[config.mk]
export PLATFORM = sky130hd
export DESIGN_NAME = zscore_standardizer
export DESIGN_NICKNAME = d
export VERILOG_FILES = /design/src/sv/zs_pkg.sv /design/src/sv/zscore_standardizer.sv
export VERILOG_INCLUDE_DIRS = /design/src /design/src/sv
export SDC_FILE = /design/constraint.sdc
export NUM_CORES = 2
export LEC_CHECK = 0
export ABC_CLOCK_PERIOD_IN_PS = 9900
export BUFFER_PORTS_ARGS = -buffer_cell sky130_fd_sc_hd__buf_2
export CAP_MARGIN = 20
export CORE_UTILIZATION = 45
export DETAILED_ROUTE_END_ITERATION = 8
export HOLD_SLACK_MARGIN = 0.1
export PLACE_DENSITY = 0.63
export SLEW_MARGIN = 20
export SYNTH_ARGS = -nofsm -noshare
export SYNTH_HDL_FRONTEND = slang
export SYNTH_SLANG_ARGS = --single-unit
export TNS_END_PERCENT = 30
[constraint.sdc]
create_clock -name clock -period 9.9 [get_ports clock]
set_input_delay 0 -clock clock [delete_from_list [all_inputs] [get_ports clock]]
set_output_delay 0 -clock clock [all_outputs]
set_load 0.01 [all_outputs]
[src/sv/zscore_standardizer_assert.svh]
// ----------------------------------------------------------------------------
// zscore_standardizer assertion macros
// Shared assertion forms for the z-score standardizer.
// ----------------------------------------------------------------------------
`ifndef ZSCORE_STANDARDIZER_ASSERT_SVH
`define ZSCORE_STANDARDIZER_ASSERT_SVH

// same-cycle implication
`define ZS_ASSERT_NOW(label, clk, rst, ante, cons, msg) \
   label: assert property (@(posedge clk) disable iff (rst) (ante) |-> (cons)) \
      else $error(msg);

// next-cycle implication
`define ZS_ASSERT_NEXT(label, clk, rst, ante, cons, msg) \
   label: assert property (@(posedge clk) disable iff (rst) (ante) |=> (cons)) \
      else $error(msg);

`endif

[src/sv/zs_pkg.sv]
// ----------------------------------------------------------------------------
// zs_pkg
// Widths, codes and sequencer constants of the z-score standardizer.
// ----------------------------------------------------------------------------
`default_nettype none

package zs_pkg;
   localparam int PIXEL_W   = 16;
   localparam int ZSCORE_W  = 32;
   localparam int STATUS_W  = 3;
   localparam int ADDR_W    = 3;
   localparam int DATA_W    = 32;
   localparam int SUM_W     = 40;
   localparam int SQ_W      = 55;
   localparam int CNT_W     = 25;
   localparam int INV_W     = 49;
   localparam int NUM_W     = 80;
   localparam int ALU_W     = 112;
   localparam int QW        = 64;
   localparam int STEP_W    = 7;
   localparam int MAX_PIXELS = 16777216;

   localparam logic [STEP_W-1:0] QW_STEPS   = STEP_W'(QW - 1);
   localparam logic [STEP_W-1:0] SQRT_STEPS = STEP_W'(ALU_W / 2 - 1);

   typedef logic [STATUS_W-1:0] status_type;
   localparam status_type ST_ZSCORE    = 3'd0;
   localparam status_type ST_NODATA    = 3'd1;
   localparam status_type ST_READY     = 3'd2;
   localparam status_type ST_NO_VALID  = 3'd3;
   localparam status_type ST_NOT_READY = 3'd4;

   // register index taken from paddr bit 2
   localparam logic REG_NODATA_ENABLE = 1'b0;
   localparam logic REG_NODATA_VALUE  = 1'b1;
endpackage

`default_nettype wire

[src/sv/zscore_standardizer.sv]
// ----------------------------------------------------------------------------
// zscore_standardizer
// Two-pass z-score standardizer over one shared 112-bit add/subtract unit.
// ----------------------------------------------------------------------------
// Usage:
//   req_ channel: tdata = pixel, tuser = kind (0 statistics, 1 output),
//   tlast = last pixel of the statistics pass.
//   rsp_ channel: tdata = Q15.16 z-score, tuser = status.
//   A statistics pixel without tlast passes through S_ACC and gives no transaction.
//   The last statistics pixel runs the end-of-pass sequence on the shared
//   adder: 64 divide steps for the mean, 2 x 64 shift-add multiply steps,
//   56 square-root steps and 2 x 64 divide steps.
//   An output pixel with ready statistics that is not nodata runs one 64-step shift-add multiply.
//   req_tready is high only while the sequencer is idle.
//   The result sits in an output register; a new pixel is accepted while it
//   waits, and the next result waits in the sequencer until rsp_tready.
//   Reset clears statistics, the csr registers and the output valid flag.
//   csr_ port writes nodata_enable (0x0) and nodata_value (0x4).
// ----------------------------------------------------------------------------
`default_nettype none

module zscore_standardizer (
   input  wire                            clock,
   input  wire                            reset,
   input  wire                            req_tvalid,
   output logic                           req_tready,
   input  wire  [zs_pkg::PIXEL_W-1:0]     req_tdata,   // [15:0] pixel
   input  wire                            req_tuser,   // [0] kind
   input  wire                            req_tlast,
   output logic                           rsp_tvalid,
   input  wire                            rsp_tready,
   output logic [zs_pkg::ZSCORE_W-1:0]    rsp_tdata,   // [31:0] zscore
   output logic [zs_pkg::STATUS_W-1:0]    rsp_tuser,   // [2:0] status
   input  wire                            csr_psel,
   input  wire                            csr_penable,
   input  wire                            csr_pwrite,
   input  wire  [zs_pkg::ADDR_W-1:0]      csr_paddr,
   input  wire  [zs_pkg::DATA_W-1:0]      csr_pwdata,
   output logic [zs_pkg::DATA_W-1:0]      csr_prdata,
   output logic                           csr_pready
);
   import zs_pkg::*;

   localparam logic [3:0] S_IDLE = 4'd0;
   localparam logic [3:0] S_ACC  = 4'd1;
   localparam logic [3:0] S_CHK  = 4'd2;
   localparam logic [3:0] S_DIVM = 4'd3;
   localparam logic [3:0] S_MUL1 = 4'd4;
   localparam logic [3:0] S_MUL2 = 4'd5;
   localparam logic [3:0] S_SUBN = 4'd6;
   localparam logic [3:0] S_SQRT = 4'd7;
   localparam logic [3:0] S_DIVS = 4'd8;
   localparam logic [3:0] S_DIVI = 4'd9;
   localparam logic [3:0] S_ZPRE = 4'd10;
   localparam logic [3:0] S_ZMUL = 4'd11;
   localparam logic [3:0] S_ZSAT = 4'd12;
   localparam logic [3:0] S_EMIT = 4'd13;

   logic [3:0]              state_ff, state_in;
   logic [STEP_W-1:0]       cnt_ff, cnt_in;
   logic [ALU_W-1:0]        acc_ff, acc_in, opd_ff, opd_in;
   logic [QW-1:0]           mlt_ff, mlt_in;
   logic [NUM_W-1:0]        pa_ff, pa_in;
   logic [SUM_W-1:0]        mag_ff, mag_in;
   logic                    neg_ff, neg_in;
   logic                    last_ff, last_in, nd_ff, nd_in;
   logic signed [PIXEL_W-1:0] px_ff, px_in;
   logic signed [SUM_W-1:0] sum_ff, sum_in;
   logic [SQ_W-1:0]         sq_ff, sq_in;
   logic [CNT_W-1:0]        n_ff, n_in;
   logic signed [ZSCORE_W-1:0] mean_ff, mean_in;
   logic [INV_W-1:0]        inv_ff, inv_in;
   logic                    sv_ff, sv_in;
   status_type              res_ff, res_in;
   logic [ZSCORE_W-1:0]     resz_ff, resz_in;
   logic                    nde_ff;
   logic [PIXEL_W-1:0]      ndv_ff;
   logic                    rsp_valid_ff, rsp_valid_in;
   logic [ZSCORE_W-1:0]     rsp_data_ff;
   status_type              rsp_user_ff;

   // shared adder
   logic [ALU_W-1:0] alu_a, alu_b;
   logic             alu_sub;
   logic [ALU_W:0]   alu_sum;
   logic             carry;
   logic [QW-1:0]    q_next;

   logic             req_fire, emit_go, csr_wr, is_nd;
   logic [SUM_W-1:0] sum_abs;
   logic [31:0]      sq_px;
   logic signed [33:0] diff;
   logic [63:0]      zq;

   assign req_tready = (state_ff == S_IDLE);
   assign req_fire   = req_tvalid && req_tready;
   assign is_nd      = nde_ff && (req_tdata == ndv_ff);
   assign emit_go    = (state_ff == S_EMIT) && (!rsp_valid_ff || rsp_tready);
   assign csr_wr     = csr_psel && csr_penable && csr_pwrite && csr_pready;
   assign csr_pready = 1'b1;
   assign csr_prdata = (csr_paddr[2] == REG_NODATA_VALUE)
                     ? {{(DATA_W-PIXEL_W){1'b0}}, ndv_ff}
                     : {{(DATA_W-1){1'b0}}, nde_ff};
   assign rsp_tvalid = rsp_valid_ff;
   assign rsp_tdata  = rsp_data_ff;
   assign rsp_tuser  = rsp_user_ff;

   assign sum_abs = sum_ff[SUM_W-1] ? SUM_W'(-sum_ff) : sum_ff;
   assign sq_px   = 32'($signed(px_ff) * $signed(px_ff));
   assign diff    = ($signed({{2{px_ff[PIXEL_W-1]}}, px_ff, 16'b0}))
                  - 34'(mean_ff);

   always_comb begin
      alu_a   = acc_ff;
      alu_b   = '0;
      alu_sub = 1'b0;
      unique case (state_ff)
         S_MUL1, S_MUL2, S_ZMUL: begin
            alu_b = mlt_ff[0] ? opd_ff : '0;
         end
         S_DIVM, S_DIVS, S_DIVI: begin
            alu_a   = {acc_ff[ALU_W-2:0], mlt_ff[QW-1]};
            alu_b   = opd_ff;
            alu_sub = 1'b1;
         end
         S_SQRT: begin
            alu_a   = {acc_ff[ALU_W-3:0], opd_ff[ALU_W-1:ALU_W-2]};
            alu_b   = {{(ALU_W-QW-2){1'b0}}, mlt_ff, 2'b01};
            alu_sub = 1'b1;
         end
         S_SUBN: begin
            alu_a   = {{(ALU_W-NUM_W){1'b0}}, pa_ff};
            alu_b   = acc_ff;
            alu_sub = 1'b1;
         end
         default: begin
            alu_a = acc_ff;
         end
      endcase
      alu_sum = {1'b0, alu_a} + {1'b0, (alu_sub ? ~alu_b : alu_b)}
              + {{ALU_W{1'b0}}, alu_sub};
      carry   = alu_sum[ALU_W];
      q_next  = {mlt_ff[QW-2:0], carry};
   end

   always_comb begin
      state_in = state_ff;
      cnt_in   = cnt_ff - 1'b1;
      acc_in   = acc_ff;
      opd_in   = opd_ff;
      mlt_in   = mlt_ff;
      pa_in    = pa_ff;
      mag_in   = mag_ff;
      neg_in   = neg_ff;
      last_in  = last_ff;
      nd_in    = nd_ff;
      px_in    = px_ff;
      sum_in   = sum_ff;
      sq_in    = sq_ff;
      n_in     = n_ff;
      mean_in  = mean_ff;
      inv_in   = inv_ff;
      sv_in    = sv_ff;
      res_in   = res_ff;
      resz_in  = resz_ff;
      zq       = '0;
      unique case (state_ff)
         S_IDLE: begin
            if (req_fire) begin
               px_in   = req_tdata;
               nd_in   = is_nd;
               last_in = req_tlast;
               resz_in = '0;
               if (!req_tuser) begin
                  state_in = S_ACC;
               end else if (!sv_ff) begin
                  res_in   = ST_NOT_READY;
                  state_in = S_EMIT;
               end else if (is_nd) begin
                  res_in   = ST_NODATA;
                  state_in = S_EMIT;
               end else begin
                  state_in = S_ZPRE;
               end
            end
         end
         S_ACC: begin
            if (!nd_ff && (32'(n_ff) < 32'(MAX_PIXELS))) begin
               sum_in = sum_ff + SUM_W'(px_ff);
               sq_in  = sq_ff + SQ_W'(sq_px);
               n_in   = n_ff + 1'b1;
            end
            state_in = last_ff ? S_CHK : S_IDLE;
         end
         S_CHK: begin
            if (n_ff == '0) begin
               sv_in    = 1'b0;
               res_in   = ST_NO_VALID;
               sum_in   = '0;
               sq_in    = '0;
               state_in = S_EMIT;
            end else begin
               mag_in   = sum_abs;
               neg_in   = sum_ff[SUM_W-1];
               mlt_in   = {{(QW-SUM_W-16){1'b0}}, sum_abs, 16'b0};
               opd_in   = ALU_W'(n_ff);
               acc_in   = '0;
               cnt_in   = QW_STEPS;
               state_in = S_DIVM;
            end
         end
         S_DIVM, S_DIVS, S_DIVI: begin
            acc_in = carry ? alu_sum[ALU_W-1:0] : alu_a;
            mlt_in = q_next;
            if (cnt_ff == '0) begin
               acc_in = '0;
               cnt_in = QW_STEPS;
               if (state_ff == S_DIVM) begin
                  mean_in  = neg_ff ? -$signed(q_next[ZSCORE_W-1:0])
                                    : $signed(q_next[ZSCORE_W-1:0]);
                  opd_in   = ALU_W'(sq_ff);
                  mlt_in   = QW'(n_ff);
                  state_in = S_MUL1;
               end else if (state_ff == S_DIVS) begin
                  // zero deviation becomes 1.0
                  opd_in   = (q_next == '0) ? ALU_W'(65536) : ALU_W'(q_next);
                  mlt_in   = QW'(1) << 48;
                  state_in = S_DIVI;
               end else begin
                  inv_in   = q_next[INV_W-1:0];
                  sv_in    = 1'b1;
                  res_in   = ST_READY;
                  sum_in   = '0;
                  sq_in    = '0;
                  n_in     = '0;
                  state_in = S_EMIT;
               end
            end
         end
         S_MUL1, S_MUL2, S_ZMUL: begin
            acc_in = alu_sum[ALU_W-1:0];
            opd_in = {opd_ff[ALU_W-2:0], 1'b0};
            mlt_in = {1'b0, mlt_ff[QW-1:1]};
            if (cnt_ff == '0) begin
               if (state_ff == S_MUL1) begin
                  pa_in    = alu_sum[NUM_W-1:0];
                  acc_in   = '0;
                  opd_in   = ALU_W'(mag_ff);
                  mlt_in   = QW'(mag_ff);
                  cnt_in   = QW_STEPS;
                  state_in = S_MUL2;
               end else if (state_ff == S_MUL2) begin
                  state_in = S_SUBN;
               end else begin
                  state_in = S_ZSAT;
               end
            end
         end
         S_SUBN: begin
            // variance numerator scaled by 2^32 for the root
            opd_in   = {alu_sum[NUM_W-1:0], 32'b0};
            acc_in   = '0;
            mlt_in   = '0;
            n_in     = n_ff;
            cnt_in   = SQRT_STEPS;
            state_in = S_SQRT;
         end
         S_SQRT: begin
            acc_in = carry ? alu_sum[ALU_W-1:0] : alu_a;
            opd_in = {opd_ff[ALU_W-3:0], 2'b00};
            mlt_in = q_next;
            if (cnt_ff == '0) begin
               acc_in   = '0;
               opd_in   = ALU_W'(n_ff);
               cnt_in   = QW_STEPS;
               state_in = S_DIVS;
            end
         end
         S_ZPRE: begin
            neg_in   = diff[33];
            opd_in   = ALU_W'(diff[33] ? 34'(-diff) : 34'(diff));
            mlt_in   = QW'(inv_ff);
            acc_in   = '0;
            cnt_in   = QW_STEPS;
            state_in = S_ZMUL;
         end
         S_ZSAT: begin
            zq = (|acc_ff[ALU_W-1:96]) ? 64'h1_0000_0000 : acc_ff[95:32];
            if (neg_ff) begin
               resz_in = (zq > 64'h8000_0000) ? 32'h8000_0000 : 32'(-zq);
            end else begin
               resz_in = (zq > 64'h7FFF_FFFF) ? 32'h7FFF_FFFF : zq[31:0];
            end
            res_in   = ST_ZSCORE;
            state_in = S_EMIT;
         end
         S_EMIT: begin
            if (emit_go) begin
               state_in = S_IDLE;
            end
         end
         default: begin
            state_in = S_IDLE;
         end
      endcase
   end

   always_comb begin
      rsp_valid_in = rsp_valid_ff;
      if (emit_go) begin
         rsp_valid_in = 1'b1;
      end else if (rsp_tready) begin
         rsp_valid_in = 1'b0;
      end
   end

   always_ff @(posedge clock) begin
      if (reset) begin
         state_ff     <= S_IDLE;
         sum_ff       <= '0;
         sq_ff        <= '0;
         n_ff         <= '0;
         mean_ff      <= '0;
         inv_ff       <= '0;
         sv_ff        <= 1'b0;
         nde_ff       <= 1'b0;
         ndv_ff       <= '0;
         rsp_valid_ff <= 1'b0;
      end else begin
         state_ff     <= state_in;
         sum_ff       <= sum_in;
         sq_ff        <= sq_in;
         n_ff         <= n_in;
         mean_ff      <= mean_in;
         inv_ff       <= inv_in;
         sv_ff        <= sv_in;
         rsp_valid_ff <= rsp_valid_in;
         if (csr_wr) begin
            if (csr_paddr[2] == REG_NODATA_VALUE) begin
               ndv_ff <= csr_pwdata[PIXEL_W-1:0];
            end else begin
               nde_ff <= csr_pwdata[0];
            end
         end
      end
   end

   always_ff @(posedge clock) begin
      cnt_ff  <= cnt_in;
      acc_ff  <= acc_in;
      opd_ff  <= opd_in;
      mlt_ff  <= mlt_in;
      pa_ff   <= pa_in;
      mag_ff  <= mag_in;
      neg_ff  <= neg_in;
      last_ff <= last_in;
      nd_ff   <= nd_in;
      px_ff   <= px_in;
      res_ff  <= res_in;
      resz_ff <= resz_in;
      if (emit_go) begin
         rsp_data_ff <= resz_ff;
         rsp_user_ff <= res_ff;
      end
   end

`include "zscore_standardizer_assert.svh"

   `ZS_ASSERT_NEXT(a_busy_after_output_pixel, clock, reset,
      req_fire && req_tuser && sv_ff && !is_nd, !req_tready,
      "output pixel did not start the multiply sequence")
   `ZS_ASSERT_NOW(a_inverse_set, clock, reset,
      sv_ff, inv_ff != '0,
      "statistics marked ready with a zero inverse deviation")
   `ZS_ASSERT_NOW(a_flag_zero_score, clock, reset,
      rsp_tvalid && (rsp_tuser != ST_ZSCORE), rsp_tdata == '0,
      "non-score status carries a nonzero value")

endmodule

`default_nettype wire

==> results.cfg <==
[layout]
utilization_pct = 49.8
multi_input_area_um2 = 36700
fill_cells = 12400
layout.area.seq_um2 = 19600
nets = 7341
drive_gt1_share_pct = 6.54
synthToLayoutAreaGrowth_pct = 9.64

[setup_path]
path_max_fanout = 12
max_stage_delay_ps = 550
rr_worst_depth = 34
r2r-start = px_ff[8]
timing.critical_path.from = px_ff[8]
crit_arrival_ps = 9980
r2r_slack_ps = 470
cp-start-kind = flip-flop
cp.depth = 34
worst_ep_required_time_ps = 10440
crit_path_end = sq_ff[46]
end_kind = flip-flop
worst-setup-path-type = flip-flop to flip-flop
cpLargestDelayFamily = adder cells
path_common_cell = fa_1
cp_slowest_cell = fa_1
r2r_end = sq_ff[46]
critPathBufInv = 6

[drt]
wl_per_cell_um = 24.4
via_count = 53800
drt-initial-drc-count = 7838
totalWireLength_um = 209000
route.detailed.drc = 42
drtAntennaViolNets = 0
drtPass1Iterations = 9
vias_per_cell = 6.28

[flow_run]
max_cap_viol_count = 0

[floorplan]
rows = 133
die_w_um = 367
core-area_um2 = 132000
fp.dieH_um = 367
die-area_um2 = 135000
initial_core_util_pct = 45.4
pin_count = 130

[hold_path]
hold_path_class = input pin to flip-flop
min-delay-start = req_tdata[6]

[placed_design]
io_buffers = 94
globalplace.congestion = 0.983
hpwlAfterDp_um = 151000

[synthesis]
ys_seq_elements = 728
syn_inst = 6832
yosysTopAreaCell = edfxtp_1
async_flop_share_pct = 0
synth_top_family_by_area = compound AO/OA/AOI/OAI gates
synth.mux.area_fraction_pct = 4.89
synth-simple-area-share_pct = 14.4
ys.warnings.count = 0
syn_avg_cell_area_um2 = 8.76
synth_top_area_share_pct = 24.9
yosys_most_used_dff = edfxtp_1
synth_cell_types = 101
synth_xor_area_share_pct = 5.67
yosysSeqAreaShare_pct = 32.7
synthAdderAreaFrac_pct = 14.2
synth_edf_count = 497
netlist_area_um2 = 59900
synth_compound_area_share_pct = 21.6
ys_top_cells_by_area = edfxtp_1, fa_1, dfxtp_1

[clocking]
htreeDepth = 3
clockBufferDepth = 3
cts-root-buf = clkbuf_16
clock_latency_ps = 690
clock_sinks = 728
path_clk_slew_ps = 60
cts_tree = yes
numCtsBuffers = 84

[timing]
clock.fmax_mhz = 106
setup_viol = 0
min_period_over_period_pct = 95.3
worst_slew_pin_slew_ps = 1190
period_needed_ps = 9430
relSlewSlack_pct = 20.6
hold_viol = 0
slew_violations = 0
skew_ps = 27.4

[global_route]
grt_pass1_vias = 50400
grt_first_pass_wirelength_um = 316000
track_usage_pct = 30.2
overflow = 0
grt_max_degree = 131
antenna_found_initial = 10

[outcome]
violations = design-rule violations
status = complete, but fails checks
==> per-stage QoR <==
stage                     area [um^2]  instances  worst slack (ps)  TNS, ps  hold WS [ps]
final                           65600       8573               468        0           129
after global routing            65600       8573             -12.7    -12.7           124
after CTS                       65600       8569               304        0           101
after detailed placement        61800       8315               330        0           182
after global placement          61800       8314               402        0           192
after floorplan                 59900       6847               926        0          98.9
==> cells in the final DEF, fill, tap and decap left out, drive strengths merged, types with 232 or more instances in the layout <==
| cell | netlist | layout |
|---|---|---|
| a21oi | 657 | 657 |
| edfxtp | 497 | 497 |
| fa | 240 | 240 |
| ha | 295 | 295 |
| inv | 519 | 522 |
| mux2i | 289 | 289 |
| nand2 | 716 | 716 |
| nor2 | 577 | 577 |
| o21ai | 344 | 344 |
| xnor2 | 232 | 232 |
==> state kept, by name (all words and copies together) (netlist names), 25 cells and up <==
signal	cells
acc_ff	112
opd_ff	112
pa_ff	80
mlt_ff	64
sq_ff	55
inv_ff	49
mag_ff	40
sum_ff	40
mean_ff	32
resz_ff	32
rsp_tdata	32
n_ff	25
==> what timing repair did <==
action                                 CTS  global route
hold buffers                            97             0
setup endpoints to repair                0            17
endpoints found under the hold margin  124             0
gates resized for setup                  0             3
setup buffers                            0             3
==> cell type report <==
type	count	area share, %
Sequential cell	728	29.8
Clock buffer	109	3.49
Antenna cell	1	0.00381
Inverter	521	2.98
Clock inverter	48	0.797
Multi-Input combinational cell	5100	55.9
Timing Repair Buffer	311	3.74
Tap cell	1755	3.35
==> cell usage after synthesis, types with 33 or more instances <==
cell type and n:
o21ai_0 325, buf_1 50, nand3_1 99, a21oi_1 652, nand2b_1 42, edfxtp_1 497
a221o_1 35, a221oi_1 52, xor2_1 155, a21o_1 123, nor2_1 576, nand4_1 85
a22oi_1 157, o22ai_1 33, o21bai_1 54, clkbuf_1 411, a22o_1 77, nor2b_1 38
mux2i_1 289, a222oi_1 137, fa_1 240, and2_1 71, a211oi_1 40, ha_1 295
or3_1 52, nor3_1 88, nand2_1 714, nor4_1 47, o31ai_1 41, dfxtp_1 231
inv_1 519, o21a_1 43, xnor2_1 231
==> worst register-to-register path: cells and delay by family, from the launching register on <==
| kind | cells | cell delay, ps |
|---|---|---|
| flip-flops | 1 | 480 |
| adder cells (fa/ha/maj) | 8 | 3780 |
| AND/OR/NAND/NOR | 6 | 840 |
| AO/OA/AOI/OAI | 12 | 3380 |
| XOR/XNOR | 2 | 310 |
| buffers and inverters | 6 | 490 |
==> worst min-delay path by stage <==
stage	endpoint	slack, ps	depth (start not counted)
final	px_ff[6]	130	2
after global routing	px_ff[6]	120	2
after CTS	px_ff[6]	100	2
after floorplan	last_ff	100	0
after global placement	last_ff	190	1
after detailed placement	last_ff	180	1
==> kinds of logic (layout without fill, tap and decap cells) <==
logic type	Yosys count	in the layout
adders and majority gates	535	535
other	2	18
AOI/OAI and AO/OA	1956	1956
and+or+nand+nor	1913	1913
muxes	292	292
xor gates and xnor gates	387	387
DFF	728	728
buffers and inverters	1019	989
==> routing by layer <==
metal	up-vias	track usage, %	part of all wire (%)
li1	24400	-	-
met1	26000	42.7	42
met2	2985	45.5	43
met3	431	6.10	11
met4	12	10.9	3.7
met5	-	0.427	0.12
Power is not shown: default switching activity piles up to over one toggle a cycle in this logic, so the estimate is an artifact.
